File: src/rtl/fdt_pkg.sv
package fdt_pkg;

  // Depth of the classify queue and of the result buffer
  localparam int unsigned QDEPTH = 2;
  localparam int unsigned QPTR_W = $clog2(QDEPTH);
  localparam int unsigned QCNT_W = $clog2(QDEPTH + 1);

  localparam logic [23:0] MAX24 = 24'hFF_FFFF;
  localparam logic [21:0] MAX22 = 22'h3F_FFFF;

  // Structure block tokens, host byte order
  localparam logic [31:0] TOK_BEGIN_NODE = 32'h0000_0001;
  localparam logic [31:0] TOK_END_NODE   = 32'h0000_0002;
  localparam logic [31:0] TOK_PROP       = 32'h0000_0003;
  localparam logic [31:0] TOK_NOP        = 32'h0000_0004;
  localparam logic [31:0] TOK_END        = 32'h0000_0009;

  // Config port: register index sits at paddr[2]
  localparam int unsigned CFG_ADDR_W   = 3;
  localparam logic        CFG_IDX_SIZE = 1'b0;

  typedef enum logic [2:0] {
    ROLE_TOKEN   = 3'd0,
    ROLE_NAME    = 3'd1,
    ROLE_LEN     = 3'd2,
    ROLE_OFF     = 3'd3,
    ROLE_VALUE   = 3'd4,
    ROLE_IGNORED = 3'd5
  } word_role_e;

  typedef enum logic [2:0] {
    KIND_BEGIN_NODE = 3'd0,
    KIND_END_NODE   = 3'd1,
    KIND_PROP       = 3'd2,
    KIND_NOP        = 3'd3,
    KIND_END        = 3'd4,
    KIND_UNKNOWN    = 3'd5
  } token_kind_e;

  typedef enum logic [2:0] {
    MODE_TOKEN  = 3'd0,
    MODE_NAME   = 3'd1,
    MODE_LEN    = 3'd2,
    MODE_OFF    = 3'd3,
    MODE_VALUE  = 3'd4,
    MODE_HALTED = 3'd5
  } parse_mode_e;

  typedef struct packed {
    logic [31:0] data_word;
    logic        restart;
  } fdt_req_t;

  typedef struct packed {
    word_role_e  word_role;
    token_kind_e token_kind;
    logic        name_done;
    logic [23:0] value_length;
    logic [23:0] string_offset;
    logic [21:0] value_index;
    logic [23:0] byte_position;
    logic [31:0] host_word;
    logic        stopped;
  } fdt_rsp_t;

  // Classified word handed from front to back
  typedef struct packed {
    logic [31:0] host;
    logic        restart;
    token_kind_e kind;
    logic        zero_byte;
    logic [23:0] sat_val;
    logic [21:0] val_words;
  } fdt_cls_t;

  function automatic logic [31:0] swap32(input logic [31:0] w);
    return {w[7:0], w[15:8], w[23:16], w[31:24]};
  endfunction

endpackage

File: src/rtl/fdt_front.sv
module fdt_front (
  input  fdt_pkg::fdt_req_t req_i,
  output fdt_pkg::fdt_cls_t cls_o
);
  import fdt_pkg::*;

  logic [31:0] host;
  logic [23:0] sat;
  logic [24:0] rnd;
  logic [22:0] words;

  assign host = swap32(req_i.data_word);
  assign sat  = (host[31:24] != 8'd0) ? MAX24 : host[23:0];
  assign rnd  = {1'b0, sat} + 25'd3;
  assign words = rnd[24:2];

  always_comb begin
    cls_o.host      = host;
    cls_o.restart   = req_i.restart;
    cls_o.sat_val   = sat;
    cls_o.val_words = words[22] ? MAX22 : words[21:0];
    cls_o.zero_byte = (host[7:0] == 8'd0) || (host[15:8] == 8'd0) ||
                      (host[23:16] == 8'd0) || (host[31:24] == 8'd0);
    unique case (host)
      TOK_BEGIN_NODE: cls_o.kind = KIND_BEGIN_NODE;
      TOK_END_NODE:   cls_o.kind = KIND_END_NODE;
      TOK_PROP:       cls_o.kind = KIND_PROP;
      TOK_NOP:        cls_o.kind = KIND_NOP;
      TOK_END:        cls_o.kind = KIND_END;
      default:        cls_o.kind = KIND_UNKNOWN;
    endcase
  end

endmodule

File: src/rtl/fdt_queue.sv
module fdt_queue (
  input  logic              clk_i,
  input  logic              rst_ni,
  input  logic              push_i,
  input  fdt_pkg::fdt_cls_t data_i,
  output logic              full_o,
  input  logic              pop_i,
  output logic              valid_o,
  output fdt_pkg::fdt_cls_t data_o
);
  import fdt_pkg::*;

  fdt_cls_t            mem_q [QDEPTH];
  logic [QPTR_W-1:0]   wr_q, wr_d, rd_q, rd_d;
  logic [QCNT_W-1:0]   cnt_q, cnt_d;
  logic                do_push, do_pop;

  assign full_o  = (cnt_q == QCNT_W'(QDEPTH));
  assign valid_o = (cnt_q != '0);
  assign data_o  = mem_q[rd_q];
  assign do_push = push_i && !full_o;
  assign do_pop  = pop_i && valid_o;

  always_comb begin
    wr_d  = wr_q;
    rd_d  = rd_q;
    cnt_d = cnt_q;
    if (do_push) begin
      wr_d = (wr_q == QPTR_W'(QDEPTH - 1)) ? '0 : wr_q + 1'b1;
    end
    if (do_pop) begin
      rd_d = (rd_q == QPTR_W'(QDEPTH - 1)) ? '0 : rd_q + 1'b1;
    end
    if (do_push && !do_pop) begin
      cnt_d = cnt_q + 1'b1;
    end else if (!do_push && do_pop) begin
      cnt_d = cnt_q - 1'b1;
    end
  end

  always_ff @(posedge clk_i or negedge rst_ni) begin
    if (!rst_ni) begin
      wr_q  <= '0;
      rd_q  <= '0;
      cnt_q <= '0;
    end else begin
      wr_q  <= wr_d;
      rd_q  <= rd_d;
      cnt_q <= cnt_d;
    end
  end

  always_ff @(posedge clk_i) begin
    if (do_push) begin
      mem_q[wr_q] <= data_i;
    end
  end

endmodule

File: src/rtl/fdt_back.sv
module fdt_back (
  input  logic              clk_i,
  input  logic              rst_ni,
  input  logic [23:0]       size_i,
  input  logic              valid_i,
  input  fdt_pkg::fdt_cls_t cls_i,
  output logic              take_o,
  output logic              empty_o,
  input  logic              pop_i,
  output fdt_pkg::fdt_rsp_t rsp_o
);
  import fdt_pkg::*;

  parse_mode_e mode_q, mode_d, mode_eff;
  logic [23:0] pos_q, pos_d, pos_eff;
  logic [21:0] left_q, left_d, left_eff, left_dec;
  logic [23:0] len_q, len_d, len_eff;
  logic [23:0] off_q, off_d, off_eff;
  logic [21:0] vidx_q, vidx_d, vidx_eff;
  logic [24:0] pos_inc;
  logic        active;
  fdt_rsp_t    rsp;

  // Result buffer
  fdt_rsp_t          obuf_q [QDEPTH];
  logic [QPTR_W-1:0] owr_q, owr_d, ord_q, ord_d;
  logic [QCNT_W-1:0] ocnt_q, ocnt_d;
  logic              do_pop;

  assign take_o  = valid_i && (ocnt_q != QCNT_W'(QDEPTH));
  assign empty_o = (ocnt_q == '0);
  assign rsp_o   = obuf_q[ord_q];
  assign do_pop  = pop_i && !empty_o;

  // Restart clears the walk state before the word is parsed
  assign mode_eff = cls_i.restart ? MODE_TOKEN : mode_q;
  assign pos_eff  = cls_i.restart ? '0 : pos_q;
  assign left_eff = cls_i.restart ? '0 : left_q;
  assign len_eff  = cls_i.restart ? '0 : len_q;
  assign off_eff  = cls_i.restart ? '0 : off_q;
  assign vidx_eff = cls_i.restart ? '0 : vidx_q;
  assign active   = (mode_eff != MODE_HALTED) && (pos_eff < size_i);
  assign left_dec = (left_eff != '0) ? left_eff - 1'b1 : left_eff;
  assign pos_inc  = {1'b0, pos_eff} + 25'd4;

  // Next parse mode
  always_comb begin
    mode_d = mode_eff;
    if (active) begin
      unique case (mode_eff)
        MODE_TOKEN: begin
          unique case (cls_i.kind)
            KIND_BEGIN_NODE: mode_d = MODE_NAME;
            KIND_PROP:       mode_d = MODE_LEN;
            KIND_UNKNOWN:    mode_d = MODE_HALTED;
            default:         mode_d = MODE_TOKEN;
          endcase
        end
        MODE_NAME:  mode_d = cls_i.zero_byte ? MODE_TOKEN : MODE_NAME;
        MODE_LEN:   mode_d = MODE_OFF;
        MODE_OFF:   mode_d = (left_eff == '0) ? MODE_TOKEN : MODE_VALUE;
        MODE_VALUE: mode_d = (left_dec == '0) ? MODE_TOKEN : MODE_VALUE;
        default:    mode_d = mode_eff;
      endcase
    end
  end

  // Datapath state and result
  always_comb begin
    pos_d  = pos_eff;
    left_d = left_eff;
    len_d  = len_eff;
    off_d  = off_eff;
    vidx_d = vidx_eff;
    rsp.word_role  = ROLE_IGNORED;
    rsp.token_kind = KIND_BEGIN_NODE;
    rsp.name_done  = 1'b0;
    rsp.value_index = '0;
    if (active) begin
      pos_d = pos_inc[24] ? MAX24 : pos_inc[23:0];
      unique case (mode_eff)
        MODE_TOKEN: begin
          rsp.word_role  = ROLE_TOKEN;
          rsp.token_kind = cls_i.kind;
        end
        MODE_NAME: begin
          rsp.word_role = ROLE_NAME;
          rsp.name_done = cls_i.zero_byte;
        end
        MODE_LEN: begin
          rsp.word_role = ROLE_LEN;
          len_d  = cls_i.sat_val;
          left_d = cls_i.val_words;
        end
        MODE_OFF: begin
          rsp.word_role = ROLE_OFF;
          off_d  = cls_i.sat_val;
          vidx_d = '0;
        end
        MODE_VALUE: begin
          rsp.word_role   = ROLE_VALUE;
          rsp.value_index = vidx_eff;
          vidx_d = vidx_eff + 1'b1;
          left_d = left_dec;
        end
        default: rsp.word_role = ROLE_IGNORED;
      endcase
    end
    rsp.value_length  = len_d;
    rsp.string_offset = off_d;
    rsp.byte_position = pos_eff;
    rsp.host_word     = cls_i.host;
    rsp.stopped       = (mode_d == MODE_HALTED);
  end

  always_comb begin
    owr_d  = owr_q;
    ord_d  = ord_q;
    ocnt_d = ocnt_q;
    if (take_o) begin
      owr_d = (owr_q == QPTR_W'(QDEPTH - 1)) ? '0 : owr_q + 1'b1;
    end
    if (do_pop) begin
      ord_d = (ord_q == QPTR_W'(QDEPTH - 1)) ? '0 : ord_q + 1'b1;
    end
    if (take_o && !do_pop) begin
      ocnt_d = ocnt_q + 1'b1;
    end else if (!take_o && do_pop) begin
      ocnt_d = ocnt_q - 1'b1;
    end
  end

  always_ff @(posedge clk_i or negedge rst_ni) begin
    if (!rst_ni) begin
      mode_q <= MODE_TOKEN;
      pos_q  <= '0;
      left_q <= '0;
      len_q  <= '0;
      off_q  <= '0;
      vidx_q <= '0;
      owr_q  <= '0;
      ord_q  <= '0;
      ocnt_q <= '0;
    end else begin
      if (take_o) begin
        mode_q <= mode_d;
        pos_q  <= pos_d;
        left_q <= left_d;
        len_q  <= len_d;
        off_q  <= off_d;
        vidx_q <= vidx_d;
      end
      owr_q  <= owr_d;
      ord_q  <= ord_d;
      ocnt_q <= ocnt_d;
    end
  end

  always_ff @(posedge clk_i) begin
    if (take_o) begin
      obuf_q[owr_q] <= rsp;
    end
  end

endmodule

File: src/rtl/fdt_structure_token_parser.sv
// Flattened device tree structure block parser. Push one structure word per
// request as it sits in memory (big-endian); the block byte-swaps it, tracks
// its place in the block and returns one result per request: the word's role
// (token, node name, property length, name offset, value word or ignored),
// the token kind, the current property length and name offset, the value
// word index and the word's byte offset. Set restart on the first word of a
// block. An unknown token halts the parser (stopped) until a restart; words
// at or past struct_size_bytes are ignored and change nothing. Program
// struct_size_bytes at address 0 while no request is in flight. Throughput
// is one request per clock unless a queue is full: the front end decodes
// each word independently, and the back end updates its walk state once per
// accepted word. A request is written into the classify queue when it is
// accepted; the back end then takes it from the queue and writes its result
// into the result buffer, from where it can be popped. Both queues are two
// deep, so either side may stall without a bubble.
module fdt_structure_token_parser (
  input  logic                                clk_i,
  input  logic                                rst_ni,
  // request side
  input  logic                                push,
  output logic                                full,
  input  fdt_pkg::fdt_req_t                   req_i,
  // result side
  output logic                                empty,
  input  logic                                pop,
  output fdt_pkg::fdt_rsp_t                   rsp_o,
  // config port
  input  logic                                psel,
  input  logic                                penable,
  input  logic                                pwrite,
  input  logic [fdt_pkg::CFG_ADDR_W-1:0]      paddr,
  input  logic [31:0]                         pwdata,
  output logic [31:0]                         prdata,
  output logic                                pready
);
  import fdt_pkg::*;

  logic [23:0] size_q;
  fdt_cls_t    cls_in, cls_head;
  logic        q_valid, q_take;

  // Config register: struct_size_bytes, low 24 bits of the write data
  assign pready = 1'b1;
  assign prdata = (paddr[2] == CFG_IDX_SIZE) ? {8'd0, size_q} : 32'd0;

  always_ff @(posedge clk_i or negedge rst_ni) begin
    if (!rst_ni) begin
      size_q <= '0;
    end else if (psel && penable && pwrite && pready && (paddr[2] == CFG_IDX_SIZE)) begin
      size_q <= pwdata[23:0];
    end
  end

  // Front end: byte swap, token decode, length saturation and zero-byte check, stateless
  fdt_front u_front (
    .req_i (req_i),
    .cls_o (cls_in)
  );

  fdt_queue u_queue (
    .clk_i   (clk_i),
    .rst_ni  (rst_ni),
    .push_i  (push),
    .data_i  (cls_in),
    .full_o  (full),
    .pop_i   (q_take),
    .valid_o (q_valid),
    .data_o  (cls_head)
  );

  // Back end: parse state walk and result buffer
  fdt_back u_back (
    .clk_i   (clk_i),
    .rst_ni  (rst_ni),
    .size_i  (size_q),
    .valid_i (q_valid),
    .cls_i   (cls_head),
    .take_o  (q_take),
    .empty_o (empty),
    .pop_i   (pop),
    .rsp_o   (rsp_o)
  );

endmodule

File: config.mk
export PLATFORM = sky130hd
export DESIGN_NAME = fdt_structure_token_parser
export DESIGN_NICKNAME = d
export VERILOG_FILES = /design/src/rtl/fdt_pkg.sv /design/src/rtl/fdt_front.sv /design/src/rtl/fdt_queue.sv /design/src/rtl/fdt_back.sv /design/src/rtl/fdt_structure_token_parser.sv
export SDC_FILE = /design/constraint.sdc
export NUM_CORES = 1
export LEC_CHECK = 0
export ABC_AREA = 1
export BUFFER_PORTS_ARGS = -buffer_cell sky130_fd_sc_hd__buf_2
export CAP_MARGIN = 15
export CORE_AREA = 2 2 217 219
export DETAILED_ROUTE_END_ITERATION = 12
export DIE_AREA = 0 0 219 221
export MAX_ROUTING_LAYER = met4
export PLACE_DENSITY = 0.9
export SLEW_MARGIN = 10
export SYNTH_ARGS = -nofsm -noshare
export SYNTH_HDL_FRONTEND = slang
export SYNTH_SLANG_ARGS = --single-unit
File: constraint.sdc
create_clock -name clk_i -period 7.8 [get_ports clk_i]
set_clock_uncertainty 0.1 [all_clocks]
set_input_delay 0.39 -clock clk_i [delete_from_list [all_inputs] [get_ports clk_i]]
set_output_delay 0.39 -clock clk_i [all_outputs]
set_load 0.1 [all_outputs]
Word-level counts from Yosys, hierarchy flattened
Memories as Yosys holds them, arrays and structs flattened.
Cells that the tools add are included.
- flip-flop bits (word level): 151
- memory bits (writable): 434
- input bits: 75
- output and inout port bits: 169
- word-level logic and storage cells: 124
- memories: 2
- memories (name ; depth ; bits a word ; rd ports ; clocked after Yosys merged registers in ; write ports ; RTL line ; RTL):
    u_back.obuf_q ; 2 ; 134 ; 1 ; 0 ; 1 ; fdt_back.sv:25 ; fdt_rsp_t obuf_q [QDEPTH];
    u_queue.mem_q ; 2 ; 83 ; 1 ; 0 ; 1 ; fdt_queue.sv:13 ; fdt_cls_t mem_q [QDEPTH];
- $add $sub $neg: 12
- magnitude comparators: 1
- equality and inequality tests: 15
- muxes and demuxes: 45
- bitwise logic cells: 1
- reductions and logical operators: 35
- operator list (kind ; number):
    2-to-1 mux 24 bit ; 11
    2-to-1 mux 22 bit ; 8
    case mux 22 bit (2 select lines) ; 2
    equality test 32 x 2 -> 1 bit (second input constant) ; 2
    case mux 3 bit (5 select lines) ; 3
    zero test 22 bit ; 2
    equality test 32 x 1 -> 1 bit (second input constant) ; 1
    equality test 32 x 3 -> 1 bit (second input constant) ; 1
    equality test 32 x 4 -> 1 bit (second input constant) ; 1
    zero test 8 bit ; 4
    adder 24 x 2 -> 25 bit (second input constant) ; 1
    adder 24 x 3 -> 25 bit (second input constant) ; 1
    < comparator 24 bit ; 1
    adder 22 x 1 -> 22 bit (second input constant) ; 1
    nonzero test 22 bit ; 1
    subtractor 22 x 1 -> 22 bit (second input constant) ; 1
    2-to-1 mux 3 bit ; 5
    logical AND 1 bit ; 12
    2-to-1 mux 1 bit ; 10
    equality test 3 x 2 -> 1 bit (second input constant) ; 3
    equality test 3 bit (second input constant) ; 3
    case mux 3 bit (3 select lines) ; 1
    2-to-1 mux 2 bit ; 4
    nonzero test 8 bit ; 1
    14 further kinds ; 29

Longest topological paths before layout
Gate-level depths: netlist of the first run.
An unclocked memory read counts as a cell.
- depth in word-level cells: 9
- depth in mapped cells: 23
- mapped depth without buffers: 20

Modules after synthesis
Synthesis of the first run repeated with hierarchy kept, for this count alone.
- cells, all modules: 3178
- area total of the unflattened synthesis: 28514.8 um2
- by module, submodules not included (module ; instances ; cells an instance ; area each (um2) ; sequential area each (um2)):
    fdt_back ; 1 ; 2273 ; 19468.7 ; 11125.7
    fdt_queue ; 1 ; 465 ; 6247.2 ; 5084.9
    fdt_front ; 1 ; 271 ; 1531.5 ; 0.0
    fdt_structure_token_parser ; 1 ; 169 ; 1267.5 ; 600.6

Worst setup path before layout of the first run
Ideal clock, no wire load.
- path kind: register -> register
- start: register u_back.ocnt_q[1]
- end: memory u_back.obuf_q[1][0] (netlist name) (enable)
- setup time: 0.631 ns
- arrival: 6.396 ns
- required time: 7.069 ns
- slack: 0.672 ns
- stages on the path, launching flop included: 5
- buffers on the path: 1
- clock period less this slack: 7.128 ns
- cells stage by stage: dfrtp_1 -> inv_1 -> o22ai_1 -> clkbuf_1 -> nor2_1
- cells in the longest elaborated chain, start to end: 4
- ends and longest elaborated chain (element ; RTL line ; RTL):
    start: declaration ; fdt_back.sv:27 ; logic [QCNT_W-1:0] ocnt_q, ocnt_d;
    start signal: assignment ; fdt_back.sv:155 ; ocnt_q <= ocnt_d;
    != test 2 bit ; fdt_back.sv:30 ; assign take_o = valid_i && (ocnt_q != QCNT_W'(QDEPTH));
    logical AND 1 bit ; fdt_back.sv:30 ;
    2-to-1 mux 1 bit ; fdt_back.sv:160 ; if (take_o) begin
    2-to-1 mux 1 bit (not written as such) ; fdt_back.sv:161 ; obuf_q[owr_q] <= rsp;
    end: declaration ; fdt_back.sv:25 ;
No other way between the ends.

Worst setup path in the final report of the first run
- start: register u_queue.rd_q
- end: register u_back.vidx_q[5]
- cells in the longest elaborated chain, start to end: 5
- elaborated cells on any way between the ends: 12
- those cells by class: 1 x add/sub; 1 x order compare; 3 x eq/ne; 5 x mux; 1 x reduce/logical; 1 x memory
- ends and longest elaborated chain (element ; RTL line ; RTL):
    start: declaration ; fdt_queue.sv:14 ; logic [QPTR_W-1:0] wr_q, wr_d, rd_q, rd_d;
    start signal: assignment ; fdt_queue.sv:48 ; rd_q <= rd_d;
    memory (2 x 83 bit) ; n/a ;
    2-to-1 mux 24 bit ; fdt_back.sv:37 ; assign pos_eff = cls_i.restart ? '0 : pos_q;
    named net u_back.pos_eff[6] ; fdt_back.sv:15 ; logic [23:0] pos_q, pos_d, pos_eff;
    < comparator 24 bit ; fdt_back.sv:42 ; assign active = (mode_eff != MODE_HALTED) && (pos_eff < size_i);
    logical AND 1 bit ; fdt_back.sv:42 ;
    2-to-1 mux 22 bit ; fdt_back.sv:79 ; if (active) begin
    end signal: assignment ; fdt_back.sv:151 ; vidx_q <= vidx_d;
    end: declaration ; fdt_back.sv:19 ; logic [21:0] vidx_q, vidx_d, vidx_eff;
The timed path passes the listed nets, and every way through them passes these cells.
A chain may end at the register's enable or synchronous reset.

==> results of run 1 <==
worst max-delay path: stages, from the launching register on:
cell      delay (ps)
dfrtp_2          380
buf_4            690
nand2_1          220
nand2_4          230
buf_4            770
nand2_1          240
inv_1            220
ha_1             260
nand2_1           90
nor2_1            50
a211oi_1         170
nand2_1          100
nand2_1          150
nand3_2          610
inv_1            960
nand2_1          300
a21oi_1          220
nor2_1            50
kinds of logic after synthesis:
logic type,Yosys count,share of synthesized area (%)
AOI/OAI and AO/OA,293,5.71
other,2,0.0276
muxes,1,0.0367
adders and majority gates,29,1.33
xor gates and xnor gates,39,1.25
buffers and inverters,325,4.88
and+or+nand+nor,1709,25.1
DFF,585,61.7
cell type report:
type / count / area [µm²] / area share [%]
Sequential cell: 585 / 16800 / 53.7
Multi-Input combinational cell: 2080 / 9190 / 29.3
Timing Repair Buffer: 305 / 1880 / 6.01
Clock buffer: 79 / 1670 / 5.32
Tap cell: 607 / 759 / 2.43
Inverter: 178 / 673 / 2.15
Clock inverter: 29 / 330 / 1.05
sequential cells by signal (all words and copies together) (netlist names):
register / cells
size_q: 24
u_back.left_q: 22
u_back.len_q: 24
u_back.mode_q: 3
u_back.obuf_q: 268
u_back.ocnt_q: 2
u_back.off_q: 24
u_back.ord_q: 1
u_back.owr_q: 1
u_back.pos_q: 24
u_back.vidx_q: 22
u_queue.cnt_q: 2
u_queue.mem_q: 166
u_queue.rd_q: 1
u_queue.wr_q: 1
cell usage in the layout (no fill, tap or decap), types with 62 or more instances in the layout:
master	count
clkbuf_16	62
nand3_1	103
inv_1	170
dfrtp_1	149
o21ai_0	87
o21ai_1	96
edfxtp_1	434
a21oi_1	72
buf_2	223
nor2_1	244
nand2_1	1244
final timing paths:
| check | depth (start not counted) | slack [ps] | endpoint | start |
|---|---|---|---|---|
| worst max-delay path | 17 | 1900 | u_back.vidx_q[5] | u_queue.rd_q |
| worst min-delay path | 3 | 30 | u_back.ord_q | pop |
| worst min register to register | 2 | 380 | u_back.len_q[11] | u_back.len_q[11] |
| worst max register to register | 17 | 1900 | u_back.vidx_q[5] | u_queue.rd_q |
| max in group asynchronous | 3 | 5680 | u_back.ord_q | rst_ni |
| min in group asynchronous | 2 | 290 | size_q[4] | rst_ni |
cells in the mapped netlist, types with 21 or more instances:
library cell  instances
nand2_1            1244
edfxtp_1            434
nor2_1              251
inv_1               171
dfrtp_1             151
nand3_1             103
o21ai_1              96
o21ai_0              87
clkbuf_1             84
a21oi_1              72
nand4_1              37
ha_1                 29
nor3_1               23
buf_2                22
buf_1                21
xor2_1               21
routing by layer:
layer  track usage [%]  up-vias  wire (µm)
li1                  -    10223          -
met1              39.1    10345      27000
met2              47.5     1353      33900
met3              4.77      216       6860
met4              11.4        0       2540
met5                 -        -          0
metrics by stage:
| step | cells | setup WS [ps] | instance area [µm²] |
|---|---|---|---|
| after floorplan | 2990 | 672 | 27300 |
| after global placement | 3697 | 2060 | 28700 |
| after detailed placement | 3697 | 1930 | 28700 |
| after CTS | 3863 | 1950 | 31300 |
| after global routing | 3863 | 1380 | 31300 |
| final | 3863 | 1900 | 31300 |
==> flow_summary.toml, run 1 <==
[setup_path]
crit_required_ps = 8210
cp-start-kind = "flop"
crit_fanout = 85
path_class = "reg -> reg"
critPathArrivalTime_ps = 6310
crit_path_end_kind = "flop"

[clocking]
cts_buffer_depth = 3
clk-insertion-delay-late_ps = 620
cts-root-buf = "clkbuf_16"
h-tree-depth = 2
clock_sinks = 585
cts_made_buffers = 58
ctsHoldBuffers = 58
post_cts_resized = 0
cts_tree = "yes"
cts_setup_buffers = 0
clkSlewWorstSetupHoldPaths_ps = 60

[finish]
diodes = 0
drive_gt1_share_pct = 11.9
area_delta_synth_final_pct = 14.9
nNetsFinal = 3312
fillers = 3211
finish.utilization_pct = 68.0

[sta]
hold_viol_final = 0
fin_crit_ps = 5900
worst_pin_slew_ps = 1090
setup_violations = 0
hold_ws_ps = 35.0
slew_viol_final = 0
setup_tns_ps = 0
rsz0062_at_grt = "no"
max_freq_mhz = 170
max-slew-margin-rel_pct = 27.3
period_share_pct = 75.6

[floorplanning]
num_rows = 79
die_w_um = 219
coreArea_um2 = 46100
die_y_um = 221
ios = 244
die-area_um2 = 48400
start_util_pct = 59.2

[route]
drt-pass1-iter-count = 6
antenna_left = 0
wl_um = 70300
vias_per_cell = 5.73
drt_iter0_drc = 2547
drc = 0
via_count = 22137
wl_per_cell_um = 18.2

[global_routing]
antenna_found_initial = 0
grt_start_max_net_pins = 89
grtUsageTotal_pct = 29.9
grt_pass1_vias = 21156
grt_first_pass_wirelength_um = 111000
grt_overflow = 0

[place]
dp_hpwl_um = 42000
io_buffers = 224
gp_congestion = 0.925

[yosys]
synth-edff-count = 434
ys.flop_type = "edfxtp_1"
ys.warnings.count = 0
syn_inst = 2983
synth.largest_area_cell = "edfxtp_1"
synth_area_per_cell_um2 = 9.14
yosys_register_bits = 585
async_reset_ff_share_pct = 25.8
syn-cell-area_um2 = 27300
ys_seq_area_share_pct = 61.7
synthTopCellsByArea = "edfxtp_1 48%, nand2_1 17%, dfrtp_1 14%"
ys_types = 47
yosys.area.top_type_share_pct = 47.8

[worst_hold_path]
hold_class = "in -> reg"

[flow_run]
maxCapViolations = 0

[status]
status = "completed"
Power of run 1 is not shown: default switching activity piles up to over one toggle a cycle in this logic, so the estimate is an artifact.
==> inputs of run 2 (changes only) <==
--- a/config.mk
+++ b/config.mk
@@ -5,14 +5,14 @@
 export SDC_FILE = /design/constraint.sdc
 export NUM_CORES = 1
 export LEC_CHECK = 0
-export ABC_AREA = 1
+export ABC_AREA = 0
 export BUFFER_PORTS_ARGS = -buffer_cell sky130_fd_sc_hd__buf_2
 export CAP_MARGIN = 15
-export CORE_AREA = 2 2 217 219
+export CORE_AREA = 2 2 212 214
 export DETAILED_ROUTE_END_ITERATION = 12
-export DIE_AREA = 0 0 219 221
+export DIE_AREA = 0 0 214 216
 export MAX_ROUTING_LAYER = met4
-export PLACE_DENSITY = 0.9
+export PLACE_DENSITY = 0.91
 export SLEW_MARGIN = 10
 export SYNTH_ARGS = -nofsm -noshare
 export SYNTH_HDL_FRONTEND = slang
==> constraint.sdc (replaced) <==
create_clock -name clk_i -period 5.6 [get_ports clk_i]
set_clock_uncertainty 0.1 [all_clocks]
set_input_delay 0.28 -clock clk_i [delete_from_list [all_inputs] [get_ports clk_i]]
set_output_delay 0.28 -clock clk_i [all_outputs]
set_load 0.1 [all_outputs]
==> run 2 against run 1 <==
Against the previous run: core utilization up 1.4 points; non-clock buffer count up 16; critical path type unchanged; hold slack better by 230 ps; routed wire length down 6.6%; setup slack worse by 1400 ps; final cell count down 26%; register-to-register slack worse by 1400 ps; clock-buffer cell count unchanged; critical endpoint is now u_back.len_q[5].
==> flow_summary.toml, run 2 <==
[global_routing]
grt_overflow = 0
antenna_found_initial = 0
grt_start_max_net_pins = 106
grtUsageTotal_pct = 28.8
grt_first_pass_wirelength_um = 102000
grt_pass1_vias = 18192

[clocking]
h-tree-depth = 2
post_cts_resized = 0
clock_sinks = 585
ctsHoldBuffers = 60
cts_tree = "yes"
clkSlewWorstSetupHoldPaths_ps = 70
cts_setup_buffers = 0
cts_made_buffers = 57
clk-insertion-delay-late_ps = 630
cts-root-buf = "clkbuf_16"
cts_buffer_depth = 3

[setup_path]
cp_slowest_cell = "buf_4"
crit_fanout = 42
critPathArrivalTime_ps = 5470
cp_common_cell = "buf_4"
cp_slowest_stage_delay_ps = 560
path_class = "reg -> reg"
crit_path_end_kind = "flop"
cp-start-kind = "flop"
cp_cell_sequence = "buf_4 -> mux2_2 -> buf_4 -> nor2_1 -> ha_1 -> and3_1 -> and3_1 -> a211oi_1 -> nand2_1 -> buf_4 -> nor2_1 -> nand2_1 -> o2bb2ai_1"
crit_required_ps = 6020

[finish]
max_flop_register = "u_back.obuf_q"
area_delta_synth_final_pct = 16.2
top_regs = "u_back.obuf_q x268, u_queue.mem_q x166"
diodes = 0
nNetsFinal = 2320
mostFrequentLayoutCells = "434 x edfxtp_1, 223 x buf_2, 217 x mux2_2"
drive_gt1_share_pct = 27.7
fillers = 2762
largest_register_ffs = 268
layout_commonest_cell = "edfxtp_1"

[yosys]
yosys_register_bits = 585
synth-compound-area-share_pct = 9.58
syn_inst = 1961
synth.largest_area_cell = "edfxtp_1"
synth-edff-count = 434
synth_most_common_cell = "edfxtp_1"
async_reset_ff_share_pct = 25.8
yosys.area_share.simple_pct = 9.55
synthAdderAreaFrac_pct = 1.39
synthTopCellsByArea = "edfxtp_1 50%, dfrtp_1 14%, mux2_2 9.3%"
syn-cell-area_um2 = 26200
synthTopCellsByCount = "434 x edfxtp_1, 217 x mux2_2, 151 x dfrtp_1, 127 x o21ai_0, 113 x nor2_1"
yosys.area.top_type_share_pct = 49.8
ys_types = 76
synth-xor-area-share_pct = 0.971
ys_seq_area_share_pct = 64.3
synth_area_per_cell_um2 = 13.3
ys.flop_type = "edfxtp_1"
yosys-mux-area-fraction_pct = 11.4
synth_top_family_by_area = "multiplexers"
ys.warnings.count = 0

[route]
wl_per_cell_um = 23.0
drt_iter0_drc = 2041
drt-pass1-iter-count = 7
antenna_left = 0
via_count = 18185
drc = 0
wl_um = 65700
vias_per_cell = 6.37

[floorplanning]
start_util_pct = 59.7
die_w_um = 214
num_rows = 77
ios = 244
die-area_um2 = 46200
coreArea_um2 = 43800
die_y_um = 216

[sta]
setup_violations = 0
hold_viol_final = 0
slew_viol_final = 0
worst_pin_slew_ps = 1070
period_share_pct = 90.3
fin_crit_ps = 5060
max-slew-margin-rel_pct = 28.7
setup_tns_ps = 0
max_freq_mhz = 198
rsz0062_at_grt = "no"

[status]
status = "completed"

[place]
gp_congestion = 0.933
dp_hpwl_um = 40600
io_buffers = 224

[flow_run]
maxCapViolations = 0

[worst_hold_path]
hold_class = "in -> async"
-- run 2: cell types whose count changed in the layout (fill, tap and decap cells not counted), moves of 41 or more --
| cell | previous run | this run |
|---|---|---|
| inv_1 | 170 | 37 |
| nand3_1 | 103 | 56 |
| o21ai_1 | 96 | 2 |
| mux2_2 | 0 | 217 |
| nor2_1 | 244 | 109 |
| mux2i_1 | 1 | 52 |
| and3_1 | 0 | 41 |
| nand2_1 | 1244 | 105 |
-- run 2: kinds of logic (layout without fill, tap and decap cells) --
kind of cell    Yosys count  count (layout)
other cells               2               9
fa+ha+maj                29              29
simple gates            493             493
mux                     270             270
flops                   585             585
xor+xnor                 29              29
buf+inv                 170             467
compound gates          383             383
-- run 2: worst max-delay path, delay by kind of cell (launching register included) --
kind	cells	cell delay (ps)
AOI/OAI and AO/OA	2	920
adders and majority gates	1	290
buffers and inverters	3	1100
DFF	1	430
muxes	1	430
and+or+nand+nor	6	1660
-- run 2: routing by layer --
layer	up-vias	part of all wire [%]	GRT usage (%)
li1	7958	-	-
met1	9026	39	37.7
met3	155	8.4	4.47
met2	1046	49	46.4
met4	0	2.8	10.1
met5	-	0	-
-- run 2: path summary, 6_finish.rpt --
kind                                    from           endpoint  slack (ps)  depth (start not counted)
setup / recovery                u_queue.rd_q    u_back.len_q[5]         540                         13
hold / removal                        rst_ni          size_q[4]         260                          2
setup reg to reg                u_queue.rd_q    u_back.len_q[5]         540                         13
hold reg to reg            u_back.vidx_q[21]  u_back.vidx_q[21]         390                          1
max in group asynchronous             rst_ni       u_queue.rd_q        3710                          3
min in group clk_i                   penable         size_q[10]         270                          4
-- run 2: through the flow --
stage | area [µm²] | cells | hold WS (ps) | utilization [%] | setup slack (ps)
finish | 30400 | 2857 | 263 | 69.3 | 544
global route | 30400 | 2857 | 300 | 69.3 | 303
CTS | 30400 | 2857 | 241 | 69.3 | 602
detailed placement | 27800 | 2689 | 373 | 63.4 | 654
global placement | 27800 | 2689 | 369 | 63.4 | 813
floorplan | 26200 | 1968 | -116 | - | 517
-- run 2: layout make-up --
type / instances / area [µm²] / area share [%]
Timing Repair Buffer: 321 / 2020 / 6.64
Sequential cell: 585 / 16800 / 55.3
Clock buffer: 79 / 1680 / 5.54
Inverter: 38 / 143 / 0.469
Multi-Input combinational cell: 1213 / 8680 / 28.6
Clock inverter: 29 / 308 / 1.01
Tap cell: 592 / 741 / 2.44
Power of run 2 is left out for the same reason.
